## src/rtl/tmph_pkg.sv

```systemverilog
// Shared constants, widths and the sequencer state type of the trimmed-mean pH filter.
// Used by the top level, the shared divider and the port checker. No dependencies.
package tmph_pkg;

    localparam int WINDOW      = 40;
    localparam int PTR_W       = $clog2(WINDOW);

    localparam int ADC_W       = 10;
    localparam int Q8_W        = 18;
    localparam int PH_W        = 12;
    localparam int OFS_W       = 9;
    localparam int IN_TDATA_W  = 16;
    localparam int OUT_TDATA_W = 32;

    localparam int ADC_MAX     = 1023;
    localparam int SUM_W       = $clog2(WINDOW * ADC_MAX + 1);
    localparam int TRIM_W      = $clog2((WINDOW - 2) * ADC_MAX + 1);

    // Both outputs are a quotient by the number of kept samples.
    localparam int DIV_D       = WINDOW - 2;
    localparam int FRAC_W      = 8;
    localparam int NUM_W       = TRIM_W + FRAC_W;

    // Rounded-up reciprocal of the kept count; its error is small enough that the floor
    // of the scaled product equals the true quotient for every NUM_W-bit numerator.
    localparam int     RECIP_SHIFT = NUM_W + $clog2(DIV_D);
    localparam int     RECIP_W     = NUM_W + 1;
    localparam longint DIV_RECIP   = ((longint'(1) << RECIP_SHIFT) + DIV_D - 1) / DIV_D;

    // pH scale: 3.5 pH/V over 5 V full scale is 1750/1024 hundredths per code.
    localparam int PH_SCALE    = 1750;
    localparam int PH_SCALE_W  = 11;
    localparam int PH_SHIFT    = 10;
    localparam int PROD_W      = TRIM_W + PH_SCALE_W;

    localparam logic [OFS_W-1:0] OFS_RESET = 9'd16;
    localparam logic [Q8_W-1:0]  Q8_MAX    = 18'd261888;

    typedef enum logic [2:0] {
        ST_IDLE,
        ST_SCAN,
        ST_SCAN_END,
        ST_TRIM,
        ST_MUL,
        ST_DIV1,
        ST_DIV2,
        ST_DONE
    } tmph_state_t;

endpackage

```

## src/rtl/tmph_div.sv

```systemverilog
// Divider by the constant DIV_D through a multiply by its rounded-up reciprocal.
// Depends on tmph_pkg for widths, the reciprocal and its shift.
module tmph_div
    import tmph_pkg::*;
(
    input  logic             clk,
    input  logic             rst_n,
    input  logic             start,
    input  logic [NUM_W-1:0] numer,
    output logic [NUM_W-1:0] quot,
    output logic             done
);

    localparam int MULT_W = NUM_W + RECIP_W;

    logic [NUM_W-1:0]  num_reg;
    logic [NUM_W-1:0]  quot_reg;
    logic              busy_reg;
    logic              done_reg;
    logic [MULT_W-1:0] mult;

    assign mult = MULT_W'(num_reg) * MULT_W'(DIV_RECIP);

    always_ff @(posedge clk or negedge rst_n)
    begin
        if (!rst_n)
        begin
            busy_reg <= 1'b0;
            done_reg <= 1'b0;
        end
        else
        begin
            busy_reg <= start && !busy_reg;
            done_reg <= busy_reg;
        end
    end

    always_ff @(posedge clk)
    begin
        if (start && !busy_reg)
            num_reg <= numer;
        if (busy_reg)
            quot_reg <= NUM_W'(mult >> RECIP_SHIFT);
    end

    assign quot = quot_reg;
    assign done = done_reg;

endmodule

```

## src/rtl/trimmed_mean_ph_filter.sv

```systemverilog
// Top level of the trimmed-mean pH filter: sample ring, scan sequencer and output stage.
// Depends on tmph_pkg and instantiates the shared divider tmph_div.
//
//  Channel   Direction  Payload (low bit up)                         Accepted when
//  s_axis    in         tdata: adc_sample[9:0]                       tvalid & tready
//  m_axis    out        tdata: trimmed_mean_q8[17:0], ph_centi[29:18] tvalid & tready
//  cfg       in         cfg_wr_data: ph_offset_centi[8:0]            cfg_wr_en
//
// Between a sample's transaction and the earliest next one lie one pass over the ring
// memory, one read per cycle, then two passes through the reciprocal-multiply divider.
// tready is high only in the idle state; a finished result waits in the output register
// and the next sample is accepted meanwhile. A result that finds the previous one still
// waiting holds the sequencer until the output register frees up. The ring reads as zero
// after reset through per-entry valid bits, so no clearing pass is needed. Reset is
// asynchronous, active low.
module trimmed_mean_ph_filter
    import tmph_pkg::*;
(
    input  logic                   clk,
    input  logic                   rst_n,
    // adc_sample[9:0], zero padding above
    input  logic [IN_TDATA_W-1:0]  s_axis_tdata,
    input  logic                   s_axis_tvalid,
    output logic                   s_axis_tready,
    // trimmed_mean_q8[17:0], ph_centi[29:18], zero padding above
    output logic [OUT_TDATA_W-1:0] m_axis_tdata,
    output logic                   m_axis_tvalid,
    input  logic                   m_axis_tready,
    input  logic                   cfg_wr_en,
    input  logic [OFS_W-1:0]       cfg_wr_data
);

    tmph_state_t       state_reg, state_next;

    logic [ADC_W-1:0]  ring_mem [WINDOW];
    logic [WINDOW-1:0] ring_vld_reg;
    logic [PTR_W-1:0]  wp_reg, wp_next;
    logic [PTR_W-1:0]  rd_addr_reg, rd_addr_next;
    logic [ADC_W-1:0]  rd_data_reg;
    logic              rd_bit_reg;
    logic              rd_vld_reg;
    logic              rd_first_reg;
    logic              rd_issue;

    logic [SUM_W-1:0]  sum_reg;
    logic [ADC_W-1:0]  lo_reg, hi_reg;
    logic [ADC_W-1:0]  sample;
    logic [TRIM_W-1:0] trim_reg;
    logic [PROD_W-1:0] prod_reg;
    logic [NUM_W-1:0]  q1_reg;

    logic [OFS_W-1:0]  offset_reg;
    logic [Q8_W-1:0]   mean_reg;
    logic [PH_W-1:0]   ph_reg;
    logic [PH_W-1:0]   ph_sum;
    logic              m_valid_reg, m_valid_next;

    logic              accept;
    logic              div_start;
    logic [NUM_W-1:0]  div_numer;
    logic [NUM_W-1:0]  div_quot;
    logic              div_done;
    logic              q1_load;
    logic              out_load;

    tmph_div u_div (
        .clk   (clk),
        .rst_n (rst_n),
        .start (div_start),
        .numer (div_numer),
        .quot  (div_quot),
        .done  (div_done)
    );

    assign s_axis_tready = (state_reg == ST_IDLE);
    assign accept        = s_axis_tvalid && s_axis_tready;
    assign rd_issue      = (state_reg == ST_SCAN);
    assign wp_next       = (wp_reg == PTR_W'(WINDOW - 1)) ? '0 : wp_reg + PTR_W'(1);

    always_comb
    begin
        state_next   = state_reg;
        rd_addr_next = rd_addr_reg;
        div_start    = 1'b0;
        div_numer    = '0;
        q1_load      = 1'b0;
        out_load     = 1'b0;
        case (state_reg)
            ST_IDLE:
            begin
                rd_addr_next = '0;
                if (accept)
                    state_next = ST_SCAN;
            end
            ST_SCAN:
            begin
                if (rd_addr_reg == PTR_W'(WINDOW - 1))
                begin
                    rd_addr_next = '0;
                    state_next   = ST_SCAN_END;
                end
                else
                    rd_addr_next = rd_addr_reg + PTR_W'(1);
            end
            ST_SCAN_END:
                state_next = ST_TRIM;
            ST_TRIM:
                state_next = ST_MUL;
            ST_MUL:
            begin
                div_start  = 1'b1;
                div_numer  = {trim_reg, {FRAC_W{1'b0}}};
                state_next = ST_DIV1;
            end
            ST_DIV1:
            begin
                if (div_done)
                begin
                    // Flooring in two steps gives the same quotient as one division
                    // by 1024 times the kept count.
                    q1_load    = 1'b1;
                    div_start  = 1'b1;
                    div_numer  = NUM_W'(prod_reg >> PH_SHIFT);
                    state_next = ST_DIV2;
                end
            end
            ST_DIV2:
            begin
                if (div_done)
                    state_next = ST_DONE;
            end
            ST_DONE:
            begin
                if (!m_valid_reg || m_axis_tready)
                begin
                    out_load   = 1'b1;
                    state_next = ST_IDLE;
                end
            end
            default:
                state_next = ST_IDLE;
        endcase
    end

    assign m_valid_next = out_load || (m_valid_reg && !m_axis_tready);

    always_ff @(posedge clk or negedge rst_n)
    begin
        if (!rst_n)
        begin
            state_reg    <= ST_IDLE;
            wp_reg       <= '0;
            rd_addr_reg  <= '0;
            ring_vld_reg <= '0;
            rd_bit_reg   <= 1'b0;
            rd_vld_reg   <= 1'b0;
            rd_first_reg <= 1'b0;
            offset_reg   <= OFS_RESET;
            m_valid_reg  <= 1'b0;
        end
        else
        begin
            state_reg    <= state_next;
            rd_addr_reg  <= rd_addr_next;
            rd_bit_reg   <= ring_vld_reg[rd_addr_reg];
            rd_vld_reg   <= rd_issue;
            rd_first_reg <= rd_issue && (rd_addr_reg == '0);
            m_valid_reg  <= m_valid_next;
            if (accept)
            begin
                wp_reg               <= wp_next;
                ring_vld_reg[wp_reg] <= 1'b1;
            end
            if (cfg_wr_en)
                offset_reg <= cfg_wr_data;
        end
    end

    always_ff @(posedge clk)
    begin
        if (accept)
            ring_mem[wp_reg] <= s_axis_tdata[ADC_W-1:0];
        rd_data_reg <= ring_mem[rd_addr_reg];
    end

    // Entries never written since reset count as zero samples.
    assign sample = rd_bit_reg ? rd_data_reg : '0;

    always_ff @(posedge clk)
    begin
        if (rd_vld_reg)
        begin
            if (rd_first_reg)
            begin
                sum_reg <= SUM_W'(sample);
                lo_reg  <= sample;
                hi_reg  <= sample;
            end
            else
            begin
                sum_reg <= sum_reg + SUM_W'(sample);
                if (sample < lo_reg)
                    lo_reg <= sample;
                if (sample > hi_reg)
                    hi_reg <= sample;
            end
        end
        if (state_reg == ST_TRIM)
            trim_reg <= TRIM_W'(sum_reg - SUM_W'(lo_reg) - SUM_W'(hi_reg));
        if (state_reg == ST_MUL)
            prod_reg <= PROD_W'(trim_reg) * PROD_W'(PH_SCALE);
        if (q1_load)
            q1_reg <= div_quot;
        if (out_load)
        begin
            mean_reg <= Q8_W'(q1_reg);
            ph_reg   <= ph_sum;
        end
    end

    assign ph_sum = PH_W'(div_quot) + {{(PH_W - OFS_W){offset_reg[OFS_W-1]}}, offset_reg};

    assign m_axis_tvalid = m_valid_reg;
    assign m_axis_tdata  = {{(OUT_TDATA_W - Q8_W - PH_W){1'b0}}, ph_reg, mean_reg};

endmodule

```

## config.mk

```make
export PLATFORM = sky130hd
export DESIGN_NAME = trimmed_mean_ph_filter
export DESIGN_NICKNAME = d
export VERILOG_FILES = /design/src/rtl/tmph_pkg.sv /design/src/rtl/tmph_div.sv /design/src/rtl/trimmed_mean_ph_filter.sv
export SDC_FILE = /design/constraint.sdc
export NUM_CORES = 2
export LEC_CHECK = 0
export ABC_AREA = 0
export BUFFER_PORTS_ARGS = -buffer_cell sky130_fd_sc_hd__buf_2
export CAP_MARGIN = 20
export CELL_PAD_IN_SITES_DETAIL_PLACEMENT = 1
export CELL_PAD_IN_SITES_GLOBAL_PLACEMENT = 2
export CORE_UTILIZATION = 43
export CTS_CLUSTER_DIAMETER = 80
export CTS_CLUSTER_SIZE = 30
export DETAILED_ROUTE_END_ITERATION = 8
export PLACE_DENSITY_LB_ADDON = 0.08
export SLEW_MARGIN = 10
export SYNTH_ARGS = -nofsm -noshare
export SYNTH_HDL_FRONTEND = slang
export SYNTH_SLANG_ARGS = --single-unit
export TNS_END_PERCENT = 100
```

## constraint.sdc

```tcl
create_clock -name clk -period 6.29 [get_ports clk]
set_clock_uncertainty 0.1 [all_clocks]
set_input_delay 0.3145 -clock clk [delete_from_list [all_inputs] [get_ports clk]]
set_output_delay 0.3145 -clock clk [all_outputs]
set_load 0.005 [all_outputs]
```

Yosys cells after proc, flatten, opt, wreduce, memory -nomap -nowiden
Memories as Yosys holds them, arrays and structs flattened. A register that Yosys moved wholly into a read port is not among the register bits.
Index checks and enable logic that the tools add are counted.
{ "totals": {"register_bits": 238, "ramBits": 400, "inputBits": 30, "out_inout_bits": 34, "elab_cells": 97, "n_memories": 1} }
{ "op_classes": {"n_addsub": 6, "mul": 2, "n_lt_le_gt_ge": 5, "n_eq_ne": 14, "n_mux": 28, "bitwise_logic": 1, "n_reduce_logical": 18} }
{ "mem_list": {"columns": ["memory", "depth", "width", "rd", "rd_ports_with_merged_regs", "wr", "line", "text"], "rows": [
  ["ring_mem", 40, 10, 1, 1, 1, "trimmed_mean_ph_filter.sv:35", "logic [ADC_W-1:0] ring_mem [WINDOW];"]
]} }
{ "op_table": {"columns": ["operator", "count"], "rows": [
  ["10-bit 2-to-1 mux", 6],
  ["24-bit case mux with 2 select lines", 1],
  ["24-bit by 23-bit multiplier with 46-bit output, second input constant", 1],
  ["40-bit bitwise OR", 1],
  ["16-bit by 10-bit subtractor with 16-bit output", 2],
  ["16-bit by 10-bit multiplier with 26-bit output, second input constant", 1],
  ["3-bit case mux with 8 select lines", 1],
  ["17-bit 2-to-1 mux", 1],
  ["16-bit by 10-bit adder with 16-bit output", 1],
  ["3-bit 2-to-1 mux", 5],
  ["6-bit by 7-bit < comparator with 1-bit output, second input constant", 2],
  ["12-bit adder", 1],
  ["6-bit by 1-bit adder with 6-bit output, second input constant", 2],
  ["3-bit == test, second input constant", 4],
  ["6-bit == test, second input constant", 2],
  ["6-bit 2-to-1 mux", 2],
  ["6-bit case mux with 2 select lines", 1],
  ["10-bit > comparator", 1],
  ["10-bit < comparator", 1],
  ["1-bit 2-to-1 mux", 8],
  ["2-bit by 1-bit != test with 1-bit output, second input constant", 4],
  ["1-bit binary-select mux with 6-bit select", 1],
  ["1-bit demux with 6-bit select", 1],
  ["3-bit by 2-bit == test with 1-bit output, second input constant", 2],
  ["other kinds (12)", 22]
]} }

Depth between registers and ports, before layout
{ "logic_depth": {"ltp_word": 5, "mapped_depth": 23, "mapped_depth_nobuf": 23} }

By module
A second synthesis with hierarchy kept.
{ "unflattened": {"cells_unflattened": 2847, "hier_area_um2": 39019.9} }
{ "by_module_without_submodules": {"columns": ["module", "instances", "cells_each", "area_each_um2", "seq_area_each_um2"], "rows": [
  ["trimmed_mean_ph_filter", 1, 1822, 28110.7, 17428.0],
  ["tmph_div", 1, 1025, 10909.2, 1341.3]
]} }

Worst setup path after synthesis
Ideal clock, no wire load.
{ "synth_timing": {"path_kind": "flip-flop to flip-flop", "from": "register u_div.num_reg[6]", "to": "register u_div.quot_reg[16], in the netlist u_div.quot[16] (data pin)", "setup_time_ns": 0.258, "arrival_ns": 6.201, "t_required_ns": 5.932, "slack_ns": -0.269, "stages_incl_launch_ff": 22, "n_path_buf": 0, "period_less_slack_ns": 6.559, "cell_sequence": "edfxtp_1 fa_1 fa_1 inv_1 fa_1 inv_1 fa_1 fa_1 fa_1 inv_1 fa_1 inv_1 ha_1 nand3_1 nor3_1 a221oi_2 a21oi_1 a2111oi_2 o31ai_2 or2_1 a21oi_2 xnor2_1"} }
{ "synth_via": {"elab_chain_cells": 1} }
{ "synth_lines": {"columns": ["item", "line", "text"], "rows": [
  ["start, declared", "tmph_div.sv:16", "logic [NUM_W-1:0] num_reg;"],
  ["start signal, assigned", "tmph_div.sv:41", "num_reg <= numer;"],
  ["24-bit by 23-bit multiplier with 46-bit output", "tmph_div.sv:22", "assign mult = MULT_W'(num_reg) * MULT_W'(DIV_RECIP);"],
  ["named net u_div.mult[46]", "tmph_div.sv:20", "logic [MULT_W-1:0] mult;"],
  ["end signal, assigned", "tmph_div.sv:43", "quot_reg <= NUM_W'(mult >> RECIP_SHIFT);"],
  ["end, declared", "tmph_div.sv:17", "logic [NUM_W-1:0] quot_reg;"]
]} }
The timed path passes the listed nets, and every way through them passes these cells.
A chain may end at the register's enable or synchronous reset.

Worst setup path after layout
{ "layout_timing": {"from": "register u_div.num_reg[13]", "to": "register u_div.quot_reg[17], in the netlist u_div.quot[17] (data pin)"} }
Same word-level chain as after synthesis.

==> qor.csv <==
stage,metric,value,unit
global_routing,grt_pass1_vias,24300,
final_layout,fin_util,0.489,
cts,clk_path_buf_depth,3,
placed_design,numPortBuffers,55,
sta,period_minus_slack,6550,ps
yosys,synthFlopType,edfxtp_1,
sta,max_freq,153,MHz
critical_path,start_kind,register,
routing,routed_wl,94100,um
critical_path,crit_path_cell_trace,fa_1 > fa_1 > inv_1 > fa_1 > inv_1 > fa_1 > inv_1 > fa_1 > inv_1 > fa_1 > inv_2 > fa_1 > inv_2 > ha_4 > nand4_1 > nor3_2 > a221oi_2 > a21oi_2 > a2111oi_4 > buf_6 > o31ai_4 > buf_4 > o41ai_4 > xnor2_1,
sta,drv_slew,0,
final_layout,synthToLayoutAreaGrowth,12.4,%
routing,route.detailed.drc,0,
floorplanning,num_rows,109,
yosys,synth_area,38400,um2
final_layout,final_cell_mix,"edfxtp_1, inv_1, ha_1",
yosys,synth_seq_area_share,0.488,
final_layout,largest_reg_flops,400,
critical_path,required,6530,ps
placed_design,dpl.hpwl,71900,um
critical_path,worst-path-buf-inv,8,
job,cap_violations,0,
critical_path,cp_common_cell,fa_1,
floorplanning,die-area,90500,um2
global_routing,use_met1,0.285,
final_layout,fill_cells,8818,
critical_path,critPathTopFamily,adder cells,
yosys,syn_area_per_cell,14.3,um2
yosys,ys_ff_latch,639,
cts,cts-root-buf,clkbuf_16,
yosys,synth_edf_count,559,
floorplanning,chipHeight,301,um
critical_path,endpoint_kind,register,
outcome,violations,setup timing,
global_routing,gr-usage-met2,0.370,
sta,relSlewSlack,0.286,
sta,rsz0062_at_grt,yes,
final_layout,drive_above_1_share,0.190,
final_layout,nets,3604,
global_routing,gr-total-overflow,0,
routing,drt_first_iter_violations,1147,
floorplanning,die_w,301,um
global_routing,globalRouteMet3Util,0.0237,
cts,cts_tree,built,
global_routing,track_usage,0.214,
routing,wl_per_cell,22.8,um
cts,h-tree-depth,2,
placed_design,place_congestion,0.854,
routing,dr.pass1.iters,5,
cts,numClockSinks,639,
floorplanning,initial_utilization,0.435,
routing,vias_per_cell,5.25,
yosys,ys_async_sr_fraction,0.110,
critical_path,path_max_fanout,4,
yosys,ys_types,70,
placed_design,dpl_cell_area,41300,um2
sta,layout_worst_path_cycle_share,1.04,
critical_path,worstPathArrival,6790,ps
critical_path,crit_path_max_incr_delay,540,ps
sta,worstMarginPinSlew,1070,ps
cts,insertion_delay,610,ps
yosys,synthCells,2696,
global_routing,grt_antenna_before_repair,1,
global_routing,grt_max_degree,62,
global_routing,grt_busiest_layer,met2,
floorplanning,ios,64,
cts,path_clk_slew,110,ps
yosys,yosysWarnings,0,
floorplanning,coreArea,88400,um2
routing,vias,21700,
worst_hold_path,min_path_type,input pin to register,
sta,finalHoldViolCount,0,
final_layout,fin_area,43200,um2
critical_path,critPathKind,register to register,
cts,cts_buffers,36,
final_layout,final_common_cell,edfxtp_1,
critical_path,crit_slowest_cell,fa_1,
sta,finalSetupViolCount,11,
sta,finalWorstSetupSlack,-265,ps
routing,drtAntennaViolNets,0,
global_routing,grt_pass1_wl,145000,um
outcome,status,"complete, but fails checks",
final_layout,insertedDiodeCount,0,
placed_design,post-place-ws,-478,ps
## worst register-to-register path: stages, from the launching register on
cell       delay [ps]
edfxtp_1          480
fa_1              530
fa_1              520
inv_1              50
fa_1              540
inv_1              70
fa_1              480
inv_1              50
fa_1              480
inv_1              60
fa_1              490
inv_2              40
fa_1              490
inv_2              50
ha_4              210
nand4_1           150
nor3_2             80
a221oi_2          300
a21oi_2           120
a2111oi_4         300
buf_6             180
o31ai_4            70
buf_4             160
o41ai_4           230
xnor2_1           110
## final timing paths
| check | startpoint | end | slack, ps | cells past startpoint |
|---|---|---|---|---|
| max in group asynchronous | rst_n | rd_addr_reg[1] | 4870 | 3 |
| max | u_div.num_reg[13] | u_div.quot[17] | -260 | 24 |
| max reg2reg | u_div.num_reg[13] | u_div.quot[17] | -260 | 24 |
| min | cfg_wr_en | offset_reg[5] | 90 | 2 |
| min reg2reg | q1_reg[13] | mean_reg[13] | 320 | 0 |
| min in group asynchronous | rst_n | offset_reg[4] | 130 | 2 |
## area by class of cell
| cell class | count | area, um2 | area share |
|---|---|---|---|
| clock buffer | 41 | 940 | 0.0218 |
| clock inverter | 24 | 397 | 0.00918 |
| inverter | 494 | 1850 | 0.0429 |
| multi-input combinational | 1504 | 17900 | 0.414 |
| sequential | 639 | 18700 | 0.434 |
| tap | 1165 | 1460 | 0.0338 |
| timing repair buffer | 258 | 1930 | 0.0446 |
## through the flow
stage | setup TNS, ps | hold WS (ps) | std cells
2_1_floorplan | -13.0 | -81.1 | 2697
3_3_place_gp | -2950 | 72.2 | 4018
3_5_place_dp | -4190 | 80.6 | 4021
4_1_cts | -2030 | 47.5 | 4112
5_1_grt | -3720 | 71.3 | 4125
6_report | -1360 | 93.7 | 4125
## cell usage after synthesis (all sizes together), types with 12 or more instances
| cell | number | area [um2] |
|---|---|---|
| ha | 356 | 4450 |
| and2 | 21 | 131 |
| buf | 26 | 149 |
| dfrtp | 69 | 1730 |
| a21oi | 75 | 379 |
| nor2 | 113 | 424 |
| a211oi | 19 | 153 |
| nor3 | 16 | 80.1 |
| or2 | 45 | 282 |
| fa | 285 | 5710 |
| mux2 | 12 | 135 |
| nand2 | 66 | 248 |
| nand4 | 12 | 75.1 |
| xnor2 | 37 | 324 |
| and3 | 15 | 93.8 |
| mux2i | 13 | 130 |
| clkbuf | 34 | 128 |
| xor2 | 21 | 184 |
| a21o | 23 | 173 |
| mux4 | 132 | 2970 |
| nor2b | 27 | 169 |
| o21ai | 68 | 344 |
| o21a | 15 | 113 |
| edfxtp | 559 | 16800 |
| nand3 | 24 | 120 |
| inv | 494 | 1850 |
## repair_timing
item	4_1_cts	5_1_grt
gates resized for setup	39	22
hold buffers	14	0
hold endpoints to repair	20	0
setup buffers	15	4
setup endpoints to repair	15	17
pin swaps	46	14
## metal layers
metal	wire, um	vias up
met5	13	-
met4	2420	2
met3	2690	108
met2	47600	280
met1	41400	11400
li1	-	9902
## cells by family (layout without fill, tap and decap cells)
kind of cell             count (synthesis)  count (layout)  synth area share
adder cells (fa/ha/maj)                641             641             0.264
flip-flops                             639             639             0.488
buffers and inverters                  554             817            0.0555
AND/OR/NAND/NOR                        365             365            0.0469
AO/OA/AOI/OAI                          281             281            0.0478
multiplexers                           157             157            0.0843
XOR/XNOR                                58              58            0.0132
other                                    1               2         0.0000976
Power is not shown: default switching activity piles up to over one toggle a cycle in this logic, so the estimate is an artifact.
